<file path="src/rtl/core/dominance_rank_2d_defines.svh">
// ----------------------------------------------------------------------------
// dominance_rank_2d_defines.svh
// Assertion macros for the dominance rank RTL.
// ----------------------------------------------------------------------------
`ifndef DOMINANCE_RANK_2D_DEFINES_SVH
`define DOMINANCE_RANK_2D_DEFINES_SVH

// same-cycle implication, off during reset
`define DRK_ASSERT_IMP(lbl, ante, cons) \
	lbl: assert property (@(posedge clk) disable iff (!arst_n) (ante) |-> (cons)) \
		else $error("dominance rank check failed");

// next-cycle implication, off during reset
`define DRK_ASSERT_NEXT(lbl, ante, cons) \
	lbl: assert property (@(posedge clk) disable iff (!arst_n) (ante) |=> (cons)) \
		else $error("dominance rank check failed");

`endif

</file>
<file path="src/rtl/core/drk_pkg.sv">
// ----------------------------------------------------------------------------
// drk_pkg
// Shared constants and types for the dominance rank block.
// ----------------------------------------------------------------------------
package drk_pkg;

	localparam int OUT_IDX_W  = 6;
	localparam int OUT_RANK_W = 6;
	localparam int OUT_DATA_W = 16;

	// qualifiers for one compare of the shared unit
	typedef struct packed {
		logic valid;   // compare slot carries a real point
		logic self;    // candidate is the point being ranked
		logic earlier; // candidate was loaded before the ranked point
	} cmp_tag_t;

endpackage

</file>
<file path="src/rtl/core/drk_cmp.sv">
// ----------------------------------------------------------------------------
// drk_cmp
// Shared dominance compare: flags a candidate counted toward a rank.
// ----------------------------------------------------------------------------
module drk_cmp #(
	parameter int COORD_BITS = 16
) (
	input  logic signed [COORD_BITS-1:0] qx,
	input  logic signed [COORD_BITS-1:0] qy,
	input  logic signed [COORD_BITS-1:0] px,
	input  logic signed [COORD_BITS-1:0] py,
	input  drk_pkg::cmp_tag_t            tag,
	output logic                         hit
);

	logic dom;
	logic same;

	assign dom  = (qx <= px) && (qy <= py);
	assign same = (qx == px) && (qy == py);
	// exact duplicates count only if loaded earlier
	assign hit  = tag.valid && !tag.self && dom && (!same || tag.earlier);

endmodule

</file>
<file path="src/rtl/core/dominance_rank_2d.sv">
// After the request with tlast, each rank steps through the fetch, latch,
// scan and emit states, and an output stall holds it in emit.
// Throughput: one point per cycle while loading; the single compare unit and
// the one-read-port point memory rank the points one at a time.
// Reset: arst_n clears state, point count and output valid; memory is not
// cleared, only entries below the point count are used.
// ----------------------------------------------------------------------------
// dominance_rank_2d
// Loads a set of signed 2-D points, then streams the dominance rank of each.
// ----------------------------------------------------------------------------
`include "dominance_rank_2d_defines.svh"

module dominance_rank_2d #(
	parameter int MAX_POINTS = 64,
	parameter int COORD_BITS = 16
) (
	input  logic                                      clk,
	input  logic                                      arst_n,
	input  logic                                      s_tvalid,
	output logic                                      s_tready,
	// x_coord, y_coord, zero fill
	input  logic [((2*COORD_BITS+7)/8)*8-1:0]         s_tdata,
	// last_point
	input  logic                                      s_tlast,
	output logic                                      m_tvalid,
	input  logic                                      m_tready,
	// point_index, rank, zero fill
	output logic [drk_pkg::OUT_DATA_W-1:0]            m_tdata,
	// last_rank
	output logic                                      m_tlast
);

	localparam int ADDR_W = (MAX_POINTS > 1) ? $clog2(MAX_POINTS) : 1;
	localparam int CNT_W  = $clog2(MAX_POINTS + 1);
	localparam int PT_W   = 2 * COORD_BITS;

	typedef enum logic [2:0] {
		ST_LOAD,
		ST_FETCH,
		ST_LATCH,
		ST_SCAN,
		ST_EMIT
	} state_t;

	state_t                         state_q;
	logic [CNT_W-1:0]               cnt_q;
	logic [ADDR_W-1:0]              p_q;
	logic [CNT_W-1:0]               qi_q;
	logic [ADDR_W-1:0]              q_s1;
	logic [CNT_W-1:0]               rank_q;
	logic [PT_W-1:0]                pt_q;
	logic                           out_valid_q;
	logic                           out_last_q;
	logic [ADDR_W-1:0]              out_idx_q;
	logic [CNT_W-1:0]               out_rank_q;

	logic [PT_W-1:0]                mem_q [MAX_POINTS];
	logic [PT_W-1:0]                rdata_q;
	logic [ADDR_W-1:0]              rd_addr;
	logic                           wr_en;
	logic                           in_req;
	logic                           out_req;
	logic                           hit;
	drk_pkg::cmp_tag_t              tag;
	logic [CNT_W-1:0]               rank_sum;

	assign s_tready = (state_q == ST_LOAD);
	assign in_req   = s_tvalid && s_tready;
	assign out_req  = out_valid_q && m_tready;
	assign wr_en    = in_req && (cnt_q < CNT_W'(MAX_POINTS));

	always_comb begin
		unique case (state_q)
			ST_FETCH: rd_addr = p_q;
			ST_SCAN:  rd_addr = qi_q[ADDR_W-1:0];
			default:  rd_addr = '0;
		endcase
	end

	always_ff @(posedge clk) begin
		if (wr_en) begin
			mem_q[cnt_q[ADDR_W-1:0]] <= s_tdata[PT_W-1:0];
		end
		rdata_q <= mem_q[rd_addr];
	end

	assign tag.valid   = (state_q == ST_SCAN);
	assign tag.self    = (q_s1 == p_q);
	assign tag.earlier = (q_s1 < p_q);

	drk_cmp #(
		.COORD_BITS(COORD_BITS)
	) u_cmp (
		.qx (rdata_q[COORD_BITS-1:0]),
		.qy (rdata_q[PT_W-1:COORD_BITS]),
		.px (pt_q[COORD_BITS-1:0]),
		.py (pt_q[PT_W-1:COORD_BITS]),
		.tag(tag),
		.hit(hit)
	);

	assign rank_sum = rank_q + CNT_W'(hit);

	always_ff @(posedge clk or negedge arst_n) begin
		if (!arst_n) begin
			state_q     <= ST_LOAD;
			cnt_q       <= '0;
			out_valid_q <= 1'b0;
		end else begin
			unique case (state_q)
				ST_LOAD: begin
					if (in_req) begin
						if (wr_en) begin
							cnt_q <= cnt_q + 1'b1;
						end
						if (s_tlast) begin
							p_q     <= '0;
							state_q <= ST_FETCH;
						end
					end
				end
				ST_FETCH: begin
					state_q <= ST_LATCH;
				end
				ST_LATCH: begin
					pt_q    <= rdata_q;
					rank_q  <= '0;
					q_s1    <= '0;
					qi_q    <= CNT_W'(1);
					state_q <= ST_SCAN;
				end
				ST_SCAN: begin
					if (qi_q == cnt_q) begin
						out_valid_q <= 1'b1;
						out_idx_q   <= p_q;
						out_rank_q  <= rank_sum;
						out_last_q  <= (CNT_W'(p_q) + 1'b1 == cnt_q);
						state_q     <= ST_EMIT;
					end else begin
						rank_q <= rank_sum;
						q_s1   <= qi_q[ADDR_W-1:0];
						qi_q   <= qi_q + 1'b1;
					end
				end
				ST_EMIT: begin
					if (out_req) begin
						out_valid_q <= 1'b0;
						if (out_last_q) begin
							cnt_q   <= '0;
							state_q <= ST_LOAD;
						end else begin
							p_q     <= p_q + 1'b1;
							state_q <= ST_FETCH;
						end
					end
				end
				default: begin
					state_q <= ST_LOAD;
				end
			endcase
		end
	end

	assign m_tvalid = out_valid_q;
	assign m_tlast  = out_last_q;
	assign m_tdata  = {
		(drk_pkg::OUT_DATA_W - drk_pkg::OUT_IDX_W - drk_pkg::OUT_RANK_W)'(0),
		drk_pkg::OUT_RANK_W'(out_rank_q),
		drk_pkg::OUT_IDX_W'(out_idx_q)
	};

	`DRK_ASSERT_IMP(a_no_overlap, m_tvalid, !s_tready)
	`DRK_ASSERT_IMP(a_cnt_bound, 1'b1, cnt_q <= CNT_W'(MAX_POINTS))
	`DRK_ASSERT_IMP(a_rank_bound, m_tvalid, out_rank_q < cnt_q)
	`DRK_ASSERT_NEXT(a_set_done, m_tvalid && m_tready && m_tlast, s_tready && cnt_q == '0)

endmodule

</file>
<file path="config.mk">
export PLATFORM = sky130hd
export DESIGN_NAME = dominance_rank_2d
export DESIGN_NICKNAME = d
export VERILOG_FILES = /design/src/rtl/core/drk_pkg.sv /design/src/rtl/core/drk_cmp.sv /design/src/rtl/core/dominance_rank_2d.sv
export VERILOG_INCLUDE_DIRS = /design/src /design/src/rtl/core
export SDC_FILE = /design/constraint.sdc
export NUM_CORES = 2
export LEC_CHECK = 0
export ABC_CLOCK_PERIOD_IN_PS = 7770
export BUFFER_PORTS_ARGS = -buffer_cell sky130_fd_sc_hd__buf_2
export CAP_MARGIN = 0
export CELL_PAD_IN_SITES_DETAIL_PLACEMENT = 0
export CELL_PAD_IN_SITES_GLOBAL_PLACEMENT = 2
export CORE_MARGIN = 5
export CORE_UTILIZATION = 46
export DETAILED_ROUTE_END_ITERATION = 16
export GPL_ROUTABILITY_DRIVEN = 1
export PLACE_DENSITY_LB_ADDON = 0.1
export SYNTH_ARGS = -nofsm -noshare
export SYNTH_HDL_FRONTEND = slang
export SYNTH_SLANG_ARGS = --single-unit
</file>
<file path="constraint.sdc">
create_clock -name clk -period 7.77 [get_ports clk]
set_input_delay 0.3885 -clock clk [delete_from_list [all_inputs] [get_ports clk]]
set_output_delay 0.3885 -clock clk [all_outputs]
set_load 0.01 [all_outputs]
</file>
* Word-level counts from Yosys, hierarchy flattened
Memory sizes are Yosys's and may differ from the RTL's. A register that Yosys moved wholly into a read port is not among the register bits.
Cells that the tools add are included.
W data, S select, Z words.
** Word-level totals
- Register bits :: 82
- Memories kept :: 1
- Bits in latches :: 0
- Memory bits (writable) :: 2048
- Bits in read-only memories :: 0
- Input port bits :: 37
** Operators by class
- Magnitude comparators :: 4
- $add $sub $neg :: 5
- Reduce and logical (&&, ||, !) cells :: 22
- Shift operators :: 0
- $mul :: 0
- Eq/ne operators :: 17
- Bitwise operators :: 0
- Multiplexer cells :: 28
- Divide/modulo/power cells :: 0
** Memory list
- mem_q :: depth 64, width 32, rd ports 1, clocked after Yosys merged registers in 1, wr ports 1, line dominance_rank_2d.sv:57 : logic [PT_W-1:0] mem_q [MAX_POINTS];
** Operators by type and width (count)
- $mux W7 :: 6
- $pmux W7 S2 :: 3
- $pmux W6 S2 :: 3
- $eq A16 B16 Y1 :: 2
- $le A16 B16 Y1 :: 2
- $mux W6 :: 5
- $pmux W3 S5 :: 1
- $add A7 B1 Y7 const B :: 2
- $eq A7 B7 Y1 :: 2
- $mux W3 :: 4
- $ne A2 B2 Y1 const B :: 5
- $reduce_and A3 Y1 :: 3
- $logic_and A1 B1 Y1 :: 8
- $add A6 B1 Y7 const B :: 1
- $add A7 B1 Y7 :: 1
- $lt A7 B7 Y1 const B :: 1
- $add A6 B1 Y6 const B :: 1
- $eq A3 B2 Y1 const B :: 2
- $eq A6 B6 Y1 :: 1
- $lt A6 B6 Y1 :: 1
- $ne A2 B1 Y1 const B :: 3
- $reduce_and A6 Y1 :: 1
- $reduce_bool A2 Y1 :: 3
- $mux W1 :: 5
- 9 further kinds :: 10

* Depth between registers and ports, before layout
- Word-level depth :: 8
- Gate-level depth with buffers :: 14
- Gate-level depth less buffers :: 14

* Modules after synthesis
A second synthesis with hierarchy kept.
** Unflattened totals
- Cells, all modules :: 4927
- Area total of the unflattened synthesis :: 83950.5 µm²
** Modules (own cells, without submodules)
- dominance_rank_2d :: cells an instance 4811, area each 83065.9 µm², times used 1
- drk_cmp :: cells an instance 116, area each 884.6 µm², times used 1

* Worst setup path after synthesis
Ideal clock, no wire load.
- Path type :: reg-to-reg
- Start point :: register state_q[1]
- End point :: memory mem_q[62][0] (netlist name), enable pin
- Path buffers :: 1
- Setup time :: 0.421 ns
- Required time :: 7.349 ns
- Stages on the path, launching flop included :: 7
- Clock period less this slack :: 3.609 ns
- Setup slack :: 4.161 ns
- Data arrival time :: 3.188 ns
- Cell sequence :: dfrtp_1 > buf_4 > or2_2 > nor4b_2 > and2b_1 > nand3_1 > nor2_1
** On the way
- Longest elaborated chain between the ends :: 5
** RTL lines
- start, declared :: line dominance_rank_2d.sv:45 : state_t state_q;
- start signal, assigned :: line dominance_rank_2d.sv:106 : state_q <= ST_LOAD;
- start signal, assigned :: line dominance_rank_2d.sv:118 : state_q <= ST_FETCH;
- start signal, assigned :: line dominance_rank_2d.sv:123 : state_q <= ST_LATCH;
- $logic_not A3 Y1 :: line dominance_rank_2d.sv:67 : assign s_tready = (state_q == ST_LOAD);
- $logic_and A1 B1 Y1 :: line dominance_rank_2d.sv:68 : assign in_req = s_tvalid && s_tready;
- $logic_and A1 B1 Y1 :: line dominance_rank_2d.sv:70 : assign wr_en = in_req && (cnt_q < CNT_W'(MAX_POINTS));
- $mux W1 :: line dominance_rank_2d.sv:81 : if (wr_en) begin
- $mux W1 (not written as such) :: line dominance_rank_2d.sv:82 : mem_q[cnt_q[ADDR_W-1:0]] <= s_tdata[PT_W-1:0];
- end, declared :: line dominance_rank_2d.sv:57
No other way between the ends.

* Final worst setup path
- Start point :: register state_q[1]
- End point :: memory mem_q[23][23] (netlist name), enable pin
The elaborated chain is that of the path after synthesis.

==> key figures <==
Clock network
  • CTS clk-pin slew, worst paths: 60 ps
  • Clock tree from TritonCTS: yes
  • CTS Sinks: 2161
  • Max clock buf depth: 3
  • Setup Fix Bufs, Post-CTS: 0
  • CTS H-Tree Depth: 4
  • Clk Latency, worst-skew pair: 840 ps
  • CTS buffer count: between 200 and 250
  • Root cell of the clock tree: clkbuf_16

Synthesis
  • Synthesized flop and latch total: 2161
  • Yosys warns: 0
  • Mapped Cells: 3668
  • Post-synthesis cell area: ~82000 µm²
  • Yosys top cell area share: 77.3%
  • Post-synthesis sequential area ratio: 78.4%
  • Number of synthesized flops with an enable pin: 2118
  • Synth top area cells: edfxtp_1 77%, mux4_2 14%, a22oi_1 2.3%
  • Synth area leader: edfxtp_1
  • Top-count cell post-synth: edfxtp_1
  • Main synth FF type: edfxtp_1
  • Synth cell count leaders: 2118 x edfxtp_1, 512 x mux4_2, 256 x a22oi_1
  • Library cells used by synthesis: 51
  • FFs w/ async S/R, synth: less than 1%
  • Avg Cell Area, Syn: 22.4 µm²

Timing
  • Final period util: 59.6%
  • Slew Limit Fails: 0
  • Worst clock skew: 26.8 ps
  • Final Hold Viols: 0
  • Final min period: ~4600 ps
  • RSZ-0062 raised after global routing: no
  • WHS: between 90 and 100 ps
  • Post-Route Setup TNS: 0 ps
  • Max Freq: 216 MHz
  • Worst slew pin tran: 1340 ps
  • Slew HR: 10.1%
  • Final setup violation count: 0

Floorplanning
  • Initial Util: a little under half
  • Core area: about 180000 µm²
  • Chip width: 433 µm
  • Die area: 187000 µm²
  • Boundary pin count: between 50 and 60
  • Rows: 155
  • Die Y: 433 µm

Setup path
  • Crit-path slowest cell: nor2_4
  • CP arrival: 5110 ps
  • CP peak stage delay: about 1300 ps
  • Reg2reg setup slack: between 3000 and 4000 ps
  • Crit-path max FO: 26
  • Crit path launch: state_q[1]
  • Cell mode on critical path: buf_4
  • R2r endpoint: mem_q[23][23]
  • CP Capture Type: flop
  • Startpoint types: flop
  • Crit Path Class: flop to flop
  • Critical path cell sequence: or2_2 -> nor4b_2 -> buf_4 -> nand4_1 -> nor2_4 -> buf_4
  • RR Startpoint: state_q[1]
  • Required time of the critical path: 8250 ps
  • Reg2Reg Depth: 6
  • CP Capture Point: mem_q[23][23]

Routing
  • Wirelength, routed: 226000 µm
  • Final ANT Viol Nets: 0
  • Via count: about 40000
  • Vias per std cell: a little over 6
  • DRC Markers: 0
  • DRT Pass-1 Iters: 5
  • Routed len/inst: ~35 µm
  • DRT iter0 DRCs: 4583

GRT
  • M3 GR Usage: 3.77%
  • Total grt overflow: 0
  • GR peak layer: met2
  • Maximum number of pins on one net before global-route repair: 151
  • Met2 GRT Util: 39.2%
  • Global-route wire length before repair: 318000 µm
  • Vias in the first global route: 41223
  • M1 GR Usage: 35.4%
  • All-Layer GR Usage: approximately a quarter
  • Antenna violations before repair: 21

Final layout
  • Finished Core Util: 52.2%
  • Area delta synth->final: 13.1%
  • Layout Nets: 3939
  • Post-route cell area: 93100 µm²
  • Layout cells sized above 1: 26.5%

Run
  • Max_cap viols: 0

Placed design
  • IO buf count: roughly 50
  • Area after DPL: ~86000 µm²
  • Post-DP HPWL: 120000 µm
  • GP Congestion: 0.790

Pwr
  • Leakage power: 28.9 nW
  • Power Density: ~360 nW/µm²
  • Peak supply drop: 0.467 mV

Min path
  • Hold WC Path Type: input port to flop

Run status
  • Status: complete, no violations
registers in the layout, indices dropped and copies added (netlist names):
name / flops
p_q: 6
qi_q: 7
m_tlast: 1
out_rank_q: 6
pt_q: 32
rank_q: 6
state_q: 3
q_s1: 6
mem_q: 2048
rdata_q: 32
out_idx_q: 6
m_tvalid: 1
cnt_q: 7
routing by layer:
metal	wire [µm]	vias up	share of wire, %
li1	-	16038	-
met1	96200	21917	42
met2	109000	1636	48
met3	15600	293	6.9
met4	5640	4	2.5
met5	27	-	0.012
logic make-up after synthesis:
logic type	Yosys count	share of synthesized area [%]
xor+xnor	29	0.309
buf+inv	242	1.47
fa+ha+maj	43	0.654
other cells	1	0.00456
mux	515	14.1
flops	2161	78.4
compound gates	310	2.78
simple gates	367	2.31
power by group:
part	switching, mW	leakage, nW	internal (mW)
registers	0.214	19.5	13.1
clock network	4.34	3.46	5.96
logic	5.88	5.93	4.40
total	10.4	28.9	23.5
worst min-delay path by stage:
stage	startpoint	endpoint	slack, ps	cells after the start
floorplan	arst_n	cnt_q[0]	90	0
global route	s_tlast	state_q[0]	70	4
finish	s_tlast	state_q[2]	90	4
CTS	s_tlast	state_q[2]	10	4
global placement	arst_n	m_tvalid	300	1
detailed placement	arst_n	m_tvalid	310	1
layout make-up:
cell class                      instances  area (µm²)
Antenna cell                            2        5.00
Clock buffer                          274        5840
Clock inverter                        135        1180
Fill cell                           13758       85200
Inverter                               41         154
Multi-Input combinational cell       1268       17100
Sequential cell                      2161       64500
Tap cell                             2355        2950
Timing Repair Buffer                  170        1280
metrics by stage:
stage	cells	worst slack (ps)	total power, mW
final	6406	3140	33.9
after global routing	6404	2860	35.3
after CTS	6404	3110	34.2
after detailed placement	5992	3120	24.0
after global placement	5992	3260	23.9
after floorplan	3671	4160	20.7
layout by cell type (no fill, tap or decap), types with 17 or more instances in the layout:
cell       count
ha_1          43
a22oi_1      256
nand2_1       24
clkbuf_1      44
nor2_1        26
clkinv_2      47
nand3_1      148
clkinv_1      54
and4_1        33
mux4_2       512
and3_1        17
bufinv_16     20
edfxtp_1    2118
buf_2         51
buf_4        106
nor2_4        73
inv_1         41
dfxtp_1       32
clkbuf_16    223
what timing repair did:
item | in CTS | in global routing
endpoints found under the setup margin | 0 | 0
hold endpoints to repair | 18 | 0
hold buffers | 3 | 0
resized for setup | 0 | 0
worst max-delay path: cells and delay by family (launching register included):
family        cells  cell delay, ps
buf+inv           2             740
flops             1             650
simple gates      4            2870
Note: power is estimated with default switching activity, not from simulation.
